--- src/bdlp_pkg.sv ---
// Shared types and constants for the button debounce / long-press block.
// Used by bdlp_lane, bdlp_merge and button_debounce_long_press_core.
package bdlp_pkg;

  localparam int NUM_LANES   = 5;
  localparam int LANE_LEFT   = 0;
  localparam int LANE_SELECT = 2;

  localparam int CFG_W     = 16;
  localparam int CFG_IDX_W = 2;

  // Configuration register indexes
  localparam logic [CFG_IDX_W-1:0] CFG_DEBOUNCE    = 2'd0;
  localparam logic [CFG_IDX_W-1:0] CFG_BACK_HOLD   = 2'd1;
  localparam logic [CFG_IDX_W-1:0] CFG_SELECT_HOLD = 2'd2;

  localparam logic [CFG_W-1:0] DEBOUNCE_RST    = 16'd50;
  localparam logic [CFG_W-1:0] BACK_HOLD_RST   = 16'd1500;
  localparam logic [CFG_W-1:0] SELECT_HOLD_RST = 16'd1000;

  // Event codes
  localparam logic [2:0] EV_NONE        = 3'd0;
  localparam logic [2:0] EV_LEFT        = 3'd1;
  localparam logic [2:0] EV_UP          = 3'd2;
  localparam logic [2:0] EV_SELECT      = 3'd3;
  localparam logic [2:0] EV_RIGHT       = 3'd4;
  localparam logic [2:0] EV_DOWN        = 3'd5;
  localparam logic [2:0] EV_LEFT_LONG   = 3'd6;
  localparam logic [2:0] EV_SELECT_LONG = 3'd7;

  // Pump request codes
  localparam logic [1:0] PUMP_NONE = 2'd0;
  localparam logic [1:0] PUMP_ON   = 2'd1;
  localparam logic [1:0] PUMP_OFF  = 2'd2;

  typedef struct packed {
    logic [31:0] now_ms;
    logic [4:0]  raw_buttons;
    logic        ui_editing;
    logic        timer_active;
    logic        pump_on;
  } in_t;

  typedef struct packed {
    logic [2:0] event_res;
    logic       timer_cancel;
    logic [1:0] pump_request;
    logic       force_manual;
  } out_t;

  // What one lane found in one sample
  typedef struct packed {
    logic short_ev;
    logic long_ev;
  } lane_ev_t;

endpackage

--- src/bdlp_lane.sv ---
// One button lane: debouncer plus optional long-press timer.
// Depends on bdlp_pkg for lane_ev_t.
module bdlp_lane #(
  parameter int TIME_BITS = 32,
  parameter bit HAS_LONG  = 1'b0
) (
  input  logic                    clk,
  input  logic                    rst_n,
  input  logic                    en,
  input  logic [TIME_BITS-1:0]    now,
  input  logic                    lvl,
  input  logic [15:0]             debounce_ms,
  input  logic [15:0]             hold_ms,
  output bdlp_pkg::lane_ev_t      ev
);
  import bdlp_pkg::*;

  logic                 last_level_r, last_level_nxt;
  logic [TIME_BITS-1:0] edge_time_r, edge_time_nxt;
  logic                 stable_r, stable_nxt;
  logic [TIME_BITS-1:0] press_time_r, press_time_nxt;
  logic                 long_done_r, long_done_nxt;

  logic [TIME_BITS-1:0] edge_elapsed;
  logic [TIME_BITS-1:0] hold_elapsed;
  logic                 settle;
  logic                 ld_mid;

  // Track raw edges, debounce, then check hold time
  always_comb begin
    last_level_nxt = lvl;
    edge_time_nxt  = (lvl != last_level_r) ? now : edge_time_r;
    edge_elapsed   = now - edge_time_nxt;
    settle         = (lvl != stable_r) && (edge_elapsed >= TIME_BITS'(debounce_ms));

    stable_nxt     = settle ? lvl : stable_r;
    press_time_nxt = (settle && !lvl) ? now : press_time_r;
    ld_mid         = (settle && !lvl) ? 1'b0 : long_done_r;

    ev.short_ev    = settle && lvl && !long_done_r;

    hold_elapsed   = now - press_time_nxt;
    ev.long_ev     = HAS_LONG && !stable_nxt && !ld_mid &&
                     (hold_elapsed >= TIME_BITS'(hold_ms));
    long_done_nxt  = ld_mid || ev.long_ev;
  end

  // Advance lane state on each accepted beat
  always_ff @(posedge clk) begin
    if (!rst_n) begin
      last_level_r <= 1'b1;
      edge_time_r  <= '0;
      stable_r     <= 1'b1;
      press_time_r <= '0;
      long_done_r  <= 1'b0;
    end else if (en) begin
      last_level_r <= last_level_nxt;
      edge_time_r  <= edge_time_nxt;
      stable_r     <= stable_nxt;
      press_time_r <= press_time_nxt;
      long_done_r  <= long_done_nxt;
    end
  end

endmodule

--- src/bdlp_merge.sv ---
// Merge stage: picks the winning lane event, builds select side outputs
// and holds the result beat. Depends on bdlp_pkg.
module bdlp_merge (
  input  logic                                         clk,
  input  logic                                         rst_n,
  input  logic                                         en,
  input  bdlp_pkg::lane_ev_t [bdlp_pkg::NUM_LANES-1:0] lane_ev,
  input  logic                                         ui_editing,
  input  logic                                         timer_active,
  input  logic                                         pump_on,
  input  logic                                         out_ready,
  output logic                                         out_valid,
  output bdlp_pkg::out_t                               out_data
);
  import bdlp_pkg::*;

  logic out_valid_r, out_valid_nxt;
  out_t out_data_r, out_data_nxt;
  logic sel_long;

  // Highest-numbered lane wins; within a lane long overrides short
  always_comb begin
    sel_long     = lane_ev[LANE_SELECT].long_ev;
    out_data_nxt = '0;
    if (lane_ev[4].short_ev) begin
      out_data_nxt.event_res = EV_DOWN;
    end else if (lane_ev[3].short_ev) begin
      out_data_nxt.event_res = EV_RIGHT;
    end else if (sel_long) begin
      out_data_nxt.event_res = EV_SELECT_LONG;
    end else if (lane_ev[LANE_SELECT].short_ev) begin
      out_data_nxt.event_res = EV_SELECT;
    end else if (lane_ev[1].short_ev) begin
      out_data_nxt.event_res = EV_UP;
    end else if (lane_ev[LANE_LEFT].long_ev) begin
      out_data_nxt.event_res = EV_LEFT_LONG;
    end else if (lane_ev[LANE_LEFT].short_ev) begin
      out_data_nxt.event_res = EV_LEFT;
    end else begin
      out_data_nxt.event_res = EV_NONE;
    end

    // Select long press side outputs, given even when the event is hidden
    if (sel_long && !ui_editing) begin
      if (timer_active) begin
        out_data_nxt.timer_cancel = 1'b1;
      end else begin
        out_data_nxt.pump_request = pump_on ? PUMP_OFF : PUMP_ON;
        out_data_nxt.force_manual = 1'b1;
      end
    end

    out_valid_nxt = en ? 1'b1 : (out_valid_r && !out_ready);
  end

  // Hold the result beat until taken
  always_ff @(posedge clk) begin
    if (!rst_n) begin
      out_valid_r <= 1'b0;
    end else begin
      out_valid_r <= out_valid_nxt;
    end
  end

  always_ff @(posedge clk) begin
    if (en) begin
      out_data_r <= out_data_nxt;
    end
  end

  assign out_valid = out_valid_r;
  assign out_data  = out_data_r;

endmodule

--- src/button_debounce_long_press_core.sv ---
// Top level: five debounce lanes, merge stage and configuration registers.
// Depends on bdlp_pkg, bdlp_lane and bdlp_merge.
//
//   Channel | Ports                          | Beat
//   --------+--------------------------------+---------------------------------
//   input   | in_valid, in_ready, in_data    | one sample: time, buttons, flags
//   result  | out_valid, out_ready, out_data | one event word per sample
//   config  | cfg_valid, cfg_ready, cfg_*    | one register write
//
// One sample per cycle; each result appears in the cycle after its sample is
// accepted, from the merge stage's output register. The lanes update their
// state in the accepting cycle. in_ready drops only while a result is held
// and out_ready is low. cfg_ready is always high. Synchronous reset clears
// lane state and loads the register defaults.
module button_debounce_long_press_core #(
  parameter int TIME_BITS = 32
) (
  input  logic                               clk,
  input  logic                               rst_n,
  input  logic                               in_valid,
  output logic                               in_ready,
  input  bdlp_pkg::in_t                      in_data,
  output logic                               out_valid,
  input  logic                               out_ready,
  output bdlp_pkg::out_t                     out_data,
  input  logic                               cfg_valid,
  output logic                               cfg_ready,
  input  logic [bdlp_pkg::CFG_IDX_W-1:0]     cfg_index,
  input  logic [bdlp_pkg::CFG_W-1:0]         cfg_data
);
  import bdlp_pkg::*;

  logic [CFG_W-1:0] debounce_r;
  logic [CFG_W-1:0] back_hold_r;
  logic [CFG_W-1:0] select_hold_r;

  logic                            accept;
  logic [TIME_BITS-1:0]            now;
  lane_ev_t [NUM_LANES-1:0]        lane_ev;

  assign cfg_ready = 1'b1;
  assign in_ready  = !out_valid || out_ready;
  assign accept    = in_valid && in_ready;
  assign now       = TIME_BITS'(in_data.now_ms);

  // Register writes; unknown indexes drop
  always_ff @(posedge clk) begin
    if (!rst_n) begin
      debounce_r    <= DEBOUNCE_RST;
      back_hold_r   <= BACK_HOLD_RST;
      select_hold_r <= SELECT_HOLD_RST;
    end else if (cfg_valid) begin
      case (cfg_index)
        CFG_DEBOUNCE:    debounce_r    <= cfg_data;
        CFG_BACK_HOLD:   back_hold_r   <= cfg_data;
        CFG_SELECT_HOLD: select_hold_r <= cfg_data;
        default: ;
      endcase
    end
  end

  // One lane per button
  for (genvar i = 0; i < NUM_LANES; i++) begin : g_lane
    bdlp_lane #(
      .TIME_BITS (TIME_BITS),
      .HAS_LONG  ((i == LANE_LEFT) || (i == LANE_SELECT))
    ) u_lane (
      .clk         (clk),
      .rst_n       (rst_n),
      .en          (accept),
      .now         (now),
      .lvl         (in_data.raw_buttons[i]),
      .debounce_ms (debounce_r),
      .hold_ms     ((i == LANE_LEFT) ? back_hold_r : select_hold_r),
      .ev          (lane_ev[i])
    );
  end

  bdlp_merge u_merge (
    .clk          (clk),
    .rst_n        (rst_n),
    .en           (accept),
    .lane_ev      (lane_ev),
    .ui_editing   (in_data.ui_editing),
    .timer_active (in_data.timer_active),
    .pump_on      (in_data.pump_on),
    .out_ready    (out_ready),
    .out_valid    (out_valid),
    .out_data     (out_data)
  );

endmodule

--- config.mk ---
export PLATFORM = sky130hd
export DESIGN_NAME = button_debounce_long_press_core
export DESIGN_NICKNAME = d
export VERILOG_FILES = /design/src/bdlp_pkg.sv /design/src/bdlp_lane.sv /design/src/bdlp_merge.sv /design/src/button_debounce_long_press_core.sv
export SDC_FILE = /design/constraint.sdc
export NUM_CORES = 1
export LEC_CHECK = 0
export ABC_AREA = 1
export BUFFER_PORTS_ARGS = -buffer_cell sky130_fd_sc_hd__buf_2
export CORE_ASPECT_RATIO = 0.6
export CORE_MARGIN = 1
export CORE_UTILIZATION = 30
export DETAILED_ROUTE_END_ITERATION = 7
export GPL_ROUTABILITY_DRIVEN = 0
export GPL_TIMING_DRIVEN = 0
export PLACE_DENSITY = 0.44
export SYNTH_ARGS = -nofsm -noshare
export SYNTH_HDL_FRONTEND = slang
export SYNTH_SLANG_ARGS = --single-unit
--- constraint.sdc ---
create_clock -name clk -period 10.5 [get_ports clk]
set_input_delay 2.1 -clock clk [delete_from_list [all_inputs] [get_ports clk]]
set_output_delay 2.1 -clock clk [all_outputs]
set_load 0.01 [all_outputs]
# == After elaboration in Yosys (flattened, before gate mapping) ==
# Index checks and enable logic that the tools add are counted.
# Widths: inputs -> output; s select.
# totals
register_bits,292
in_bits,63
out_inout_bits,10
# op_classes
n_addsub,7
n_lt_le_gt_ge,7
n_eq_ne,12
n_mux,21
bitwise_logic,1
n_reduce_logical,45
# ops
op,n
$ge 32x16->1,7
$mux 32,7
$sub 32x32->32,7
$logic_and 1x1->1,21
$reduce_and 2->1,6
$logic_not 1->1,11
$ne 1x1->1,10
$mux 1,9
$mux 3,3
$mux 2,2
$reduce_or 2->1,2
$logic_or 1x1->1,3
$reduce_or 3->1,1
$eq 2x1->1 const B,1
$eq 2x2->1 const B,1
$logic_not 2->1,1
$not 1->1,1

# == Longest topological paths before layout ==
# logic_depth
depth_word,15
depth_mapped,61
ltp_nobuf,56

# == Cells and area by module ==
# Synthesis repeated with hierarchy kept, for this count alone.
# hier_totals
cells_unflattened,5499
hier_area_um2,33145.5
# modules_own_cells
mod,instances,cells_per_inst,area_each_um2,seq_area_each_um2
bdlp_lane (g_lane[2].u_lane),1,1433,8513.2,1341.3
bdlp_lane (g_lane[0].u_lane),1,1400,8443.1,1341.3
bdlp_lane (g_lane[3].u_lane),1,789,4645.7,680.7
bdlp_lane (g_lane[4].u_lane),1,788,4629.4,680.7
bdlp_lane (g_lane[1].u_lane),1,770,4608.2,680.7
button_debounce_long_press_core,1,286,1966.9,960.9
bdlp_merge,1,33,339.1,230.2

# == Least setup slack after synthesis ==
# Ideal clock, no wire load.
# synth_timing
kind,input -> register
startpoint,input in_data[5] (netlist name)
endpoint,register u_merge.out_data_r (netlist bit u_merge.out_data[1]) (data pin)
setup_ns,0.252
t_arrival_ns,9.556
t_required_ns,10.248
setup_slack_ns,0.692
cell_stages,54
n_path_buf,2
path_cell_list,inv_1 -> or2_2 -> nand2_1 -> clkbuf_1 -> nand2_1 -> o21ai_0 -> ha_1 -> inv_1 -> fa_1 -> nand3_1 -> nand3_1 -> nand2_1 -> nand2_1 -> a21boi_1 -> o21ai_1 -> a21oi_1 -> o21ai_1 -> a21boi_1 -> (+18 left out) -> o21ai_0 -> a21boi_0 -> o21ai_1 -> a21oi_1 -> o21ai_1 -> a21boi_0 -> o21ai_1 -> a21oi_1 -> o21ai_1 -> a21boi_0 -> o21a_1 -> nand4_1 -> nor2_1 -> nand3_1 -> nand2_1 -> nor2_1 -> nand2_1 -> nor2_1
# synth_between
elab_chain_len,13
word_cells_on_any_way,20
cone_classes,add/sub (2); order compare (2); eq/ne (2); mux (4); bitwise (1); reduce/logical (9)
# synth_rtl
element,line,source
start: declaration,button_debounce_long_press_core.sv:22,"input bdlp_pkg::in_t in_data,"
$ne 1x1->1,bdlp_lane.sv:32,edge_time_nxt = (lvl != last_level_r) ? now : edge_time_r;
$mux 32,bdlp_lane.sv:32,
via g_lane[2].u_lane.edge_time_nxt[0],bdlp_lane.sv:19,"logic [TIME_BITS-1:0] edge_time_r, edge_time_nxt;"
$sub 32x32->32,bdlp_lane.sv:33,edge_elapsed = now - edge_time_nxt;
$ge 32x16->1,bdlp_lane.sv:34,settle = (lvl != stable_r) && (edge_elapsed >= TIME_BITS'(debounce_ms));
$logic_and 1x1->1,bdlp_lane.sv:34,
$logic_and 1x1->1,bdlp_lane.sv:37,press_time_nxt = (settle && !lvl) ? now : press_time_r;
$mux 32,bdlp_lane.sv:37,
via g_lane[2].u_lane.press_time_nxt[0],bdlp_lane.sv:21,"logic [TIME_BITS-1:0] press_time_r, press_time_nxt;"
$sub 32x32->32,bdlp_lane.sv:42,hold_elapsed = now - press_time_nxt;
$ge 32x16->1,bdlp_lane.sv:44,(hold_elapsed >= TIME_BITS'(hold_ms));
$logic_and 1x1->1,bdlp_lane.sv:43,ev.long_ev = HAS_LONG && !stable_nxt && !ld_mid &&
$logic_and 1x1->1,bdlp_merge.sv:44,if (sel_long && !ui_editing) begin
$not 1->1 (no source line),--,
$reduce_or 2->1 (no source line),--,
end signal: assignment,bdlp_merge.sv:67,out_data_r <= out_data_nxt;
end: declaration,bdlp_merge.sv:18,"out_t out_data_r, out_data_nxt;"
# The timed path passes the listed nets, and every way through them passes these cells.
# A chain may end at the register's enable or synchronous reset.

# == Worst setup path in the final report ==
# layout_timing
startpoint,input in_data[5] (netlist name)
endpoint,register u_merge.out_data_r (netlist bit u_merge.out_data[2]) (data pin)
# layout_between
elab_chain_len,13
word_cells_on_any_way,20
cone_classes,add/sub (2); order compare (2); eq/ne (2); mux (4); bitwise (1); reduce/logical (9)
# layout_rtl
element,line
$ne 1x1->1,bdlp_lane.sv:32
$mux 32,bdlp_lane.sv:32
$sub 32x32->32,bdlp_lane.sv:33
$ge 32x16->1,bdlp_lane.sv:34
$logic_and 1x1->1,bdlp_lane.sv:34
$logic_and 1x1->1,"bdlp_lane.sv:37, bdlp_lane.sv:38"
$mux 32 / $mux 1 (equally long branches),"bdlp_lane.sv:37, bdlp_lane.sv:38"
$sub 32x32->32 / $logic_not 1->1 (equally long branches),"bdlp_lane.sv:42, bdlp_lane.sv:43"
$ge 32x16->1 / $logic_and 1x1->1 (equally long branches),"bdlp_lane.sv:44, bdlp_lane.sv:43"
$logic_and 1x1->1 (*),bdlp_lane.sv:43
$logic_and 1x1->1 (*),bdlp_merge.sv:44
$not 1->1 (no source line) (*),--
$reduce_or 2->1 (no source line) (*),--
# Every way passes the cells marked *; elsewhere a longest branch is shown, timed or not.

==> impl_metrics.env <==
export IMPL_synth_top_cell_area_share_pct=21.24
export IMPL_syn_inst=4072
export IMPL_hold_path_depth=2
export IMPL_num_fill_cells=9741
export IMPL_timing_rr_end="u_merge.out_data[2]$_SDFFCE_PP0P_"
export IMPL_hold_start="g_lane[2].u_lane.press_time_r[17]$_SDFFE_PN0P_"
export IMPL_hp_class="flip-flop to flip-flop"
export IMPL_drv_cap=0
export IMPL_worstMarginPinSlew_ps=1416
export IMPL_start_util_pct=30.47
export IMPL_synth_flop_cell="dfxtp_1"
export IMPL_final_area_sq_um=30710
export IMPL_syn_cell_area_sq_um=26870
export IMPL_rsz0062_at_grt="no"
export IMPL_crit_required_ps=10830
export IMPL_synth_distinct_cells=54
export IMPL_avgSynthCellArea_sq_um=6.598
export IMPL_grt_pass1_vias=24990
export IMPL_status="completed"
export IMPL_via_count=27450
export IMPL_path_max_fanout=10
export IMPL_synth_seq_area_share_pct=22.02
export IMPL_cp_arrival_ps=10380
export IMPL_clock_latency_ps=590
export IMPL_synth_seq_cells=292
export IMPL_path_clk_slew_ps=60
export IMPL_via_per_inst=5.076
export IMPL_power_total_uw=4974
export IMPL_numPortBuffers=71
export IMPL_wl_per_cell_microns=20.78
export IMPL_start_kind="primary input"
export IMPL_multi_input_area_sq_um=18430
export IMPL_min_period_ps=10050
export IMPL_synthArstFlopShare_pct=0
export IMPL_regArea_sq_um=5916
export IMPL_r2r_slack_ps=1880
export IMPL_drive_gt1_share_pct=8.596
export IMPL_drtIter0Drc=2257
export IMPL_crit_top_cell="nand4_1"
export IMPL_cts_sinks=292
export IMPL_fin_crit_sh_pct=95.75
export IMPL_endpoint_kind="flip-flop"
export IMPL_drv_slew=0
export IMPL_whs_endpoint="g_lane[2].u_lane.press_time_r[17]$_SDFFE_PN0P_"
export IMPL_cts_htree_levels=2
export IMPL_final_nets=4604
export IMPL_grt_first_pass_wirelength_microns=164500
export IMPL_synth_edf_count=7
export IMPL_wl_microns=112400
export IMPL_pin_count=73
export IMPL_cts_max_path_buffers=3
export IMPL_final_cell_mix="nand2_1 (919), inv_1 (583), a21oi_1 (359)"
export IMPL_die_h_microns=233.8
export IMPL_grt_max_degree=20
export IMPL_reg2regPathDepth=49
export IMPL_core_area_sq_um=88180
export IMPL_fp_row_count=84
export IMPL_ant_nets=0
export IMPL_die_area_sq_um=90800
export IMPL_cts_hold_buf=0
export IMPL_worstSetupPathType="primary input to flip-flop"
export IMPL_hold_viol_final=0
export IMPL_ir_drop_uv=107.7
export IMPL_max_stage_delay_ps=350
export IMPL_drc=0
export IMPL_syn_nets=4457
export IMPL_grtUsageTotal_pct=24.33
export IMPL_clock_root_buffer="clkbuf_16"
export IMPL_ys_warn_count=0
export IMPL_final_common_cell="nand2_1"
export IMPL_setup_viol=0
export IMPL_power_density_nw_per_um2=162.0
export IMPL_area_delta_synth_final_pct=14.29
export IMPL_postPlaceCellArea_sq_um=28680
export IMPL_detailed_place_hpwl_microns=89980
export IMPL_die_w_microns=388.3
export IMPL_cts_made_buffers=37
export IMPL_tritoncts="done"
export IMPL_utilization_pct=34.82
export IMPL_max_clock_freq_mhz=99.47
export IMPL_r2r_start="g_lane[2].u_lane.last_level_r$_SDFFE_PN1P_"
export IMPL_synth_area_leaders="dfxtp_1 (21%), ha_1 (15%), nand2_1 (13%), inv_1 (8.2%), a21oi_1 (6.9%)"
export IMPL_fin_skew_ps=29.96
export IMPL_crit_slowest_cell="ha_1"
export IMPL_firstDrtPassIters=8
export IMPL_synth_top_area_cell="dfxtp_1"
export IMPL_maxSlewHeadroom_pct=5.283
export IMPL_p_leak_uw=0.01500
export IMPL_antenna_found_initial=7
export IMPL_gr_total_overflow=0
[worst max path at each step]
| stage | start | endpoint | slack (ps) | cells after the start |
|---|---|---|---|---|
| after floorplan | in_data[5] | u_merge.out_data[1]$_SDFFCE_PP0P_ | 690 | 54 |
| after global placement | in_data[5] | u_merge.out_data[4]$_SDFFCE_PP1P_ | -3900 | 49 |
| after detailed placement | in_data[5] | u_merge.out_data[4]$_SDFFCE_PP1P_ | -3900 | 49 |
| after CTS | in_data[13] | u_merge.out_data[2]$_SDFFCE_PP0P_ | 7 | 49 |
| after global routing | in_data[5] | u_merge.out_data[2]$_SDFFCE_PP0P_ | 10 | 52 |
| final | in_data[5] | u_merge.out_data[2]$_SDFFCE_PP0P_ | 450 | 51 |
[synth_stat cells, types with 10 or more instances]
cell type  number
clkbuf_1      115
a21boi_1       17
a21oi_1       371
nand4_1        44
nor3_1         40
nand3_2        11
o21a_1         15
inv_1         585
nand3_1       137
nor2_2         11
o221ai_1       10
o211ai_1      217
dfxtp_1       285
nor2_1        225
nand2_2        19
o21bai_1       12
o21ai_1        28
inv_2          21
xor2_1        116
xnor2_1        64
nand2_1       928
a211oi_1       13
a21boi_0       11
ha_1          316
o21ai_0       342
or2_2          11
[repair_timing]
| action | CTS | global route |
|---|---|---|
| pin swaps | 23 | 34 |
| cloned | 0 | 0 |
| setup endpoints to repair | 9 | 9 |
| resized for setup | 79 | 75 |
| buffers inserted | 20 | 19 |
[per-layer routing]
metal  part of all wire (%)  up-vias  global-route usage [%]
met5                      0        -                       0
met4                    1.7        0                   4.484
met3                    7.5      102                   4.170
met2                     37      844                   33.74
met1                     53    12580                   38.33
li1                       -    13920                       -
[registers in the layout (all words and copies together) (netlist names)]
register,count
u_merge.out_data,7
debounce_r,16
g_lane.u_lane.press_time_r,64
back_hold_r,16
select_hold_r,16
g_lane.u_lane.last_level_r,5
u_merge.out_valid,1
g_lane.u_lane.edge_time_r,160
g_lane.u_lane.stable_r,5
g_lane.u_lane.long_done_r,2
[power breakdown]
part	total [uW]	internal [uW]	switching [uW]
sequential	1250	1200	44.6
combinational	2340	848	1490
clock	1390	804	582
total	4970	2850	2120
[kinds of logic (layout without fill, tap and decap cells)]
logic type / after synthesis / after routing / synth area share, %
AO/OA/AOI/OAI: 1065 / 1065 / 22.96
XOR/XNOR: 180 / 180 / 5.868
adder cells (fa/ha/maj): 322 / 322 / 15.16
buffers and inverters: 747 / 921 / 10.67
flip-flops: 292 / 292 / 22.02
other: 1 / 2 / 0.01396
AND/OR/NAND/NOR: 1465 / 1465 / 23.30
[critical path: cells and delay by family]
family	cells	cell delay, ps
xor+xnor	2	370
simple gates	19	2440
fa+ha+maj	4	1220
compound gates	18	2930
buf+inv	8	1220
[metrics by stage]
stage / instances / worst slack [ps] / hold WS, ps / setup TNS, ps
floorplan: 4072 / 691.5 / 429.7 / 0
global placement: 5304 / -3902 / 441.5 / -30350
detailed placement: 5304 / -3899 / 446.7 / -30320
CTS: 5389 / 6.752 / 455.3 / 0
global route: 5407 / 12.55 / 481.7 / 0
finish: 5408 / 446.6 / 453.5 / 0
[area by class of cell]
| cell class | instances | area share (%) |
|---|---|---|
| Tap cell | 1161 | 4.731 |
| Sequential cell | 292 | 19.26 |
| Inverter | 614 | 7.599 |
| Antenna cell | 1 | 0.008149 |
| Multi-Input combinational cell | 3033 | 60.02 |
| Clock inverter | 11 | 0.3667 |
| Timing Repair Buffer | 110 | 2.217 |
| Buffer | 131 | 2.062 |
| Clock buffer | 55 | 3.732 |
Note: power is estimated with default switching activity, not from simulation.
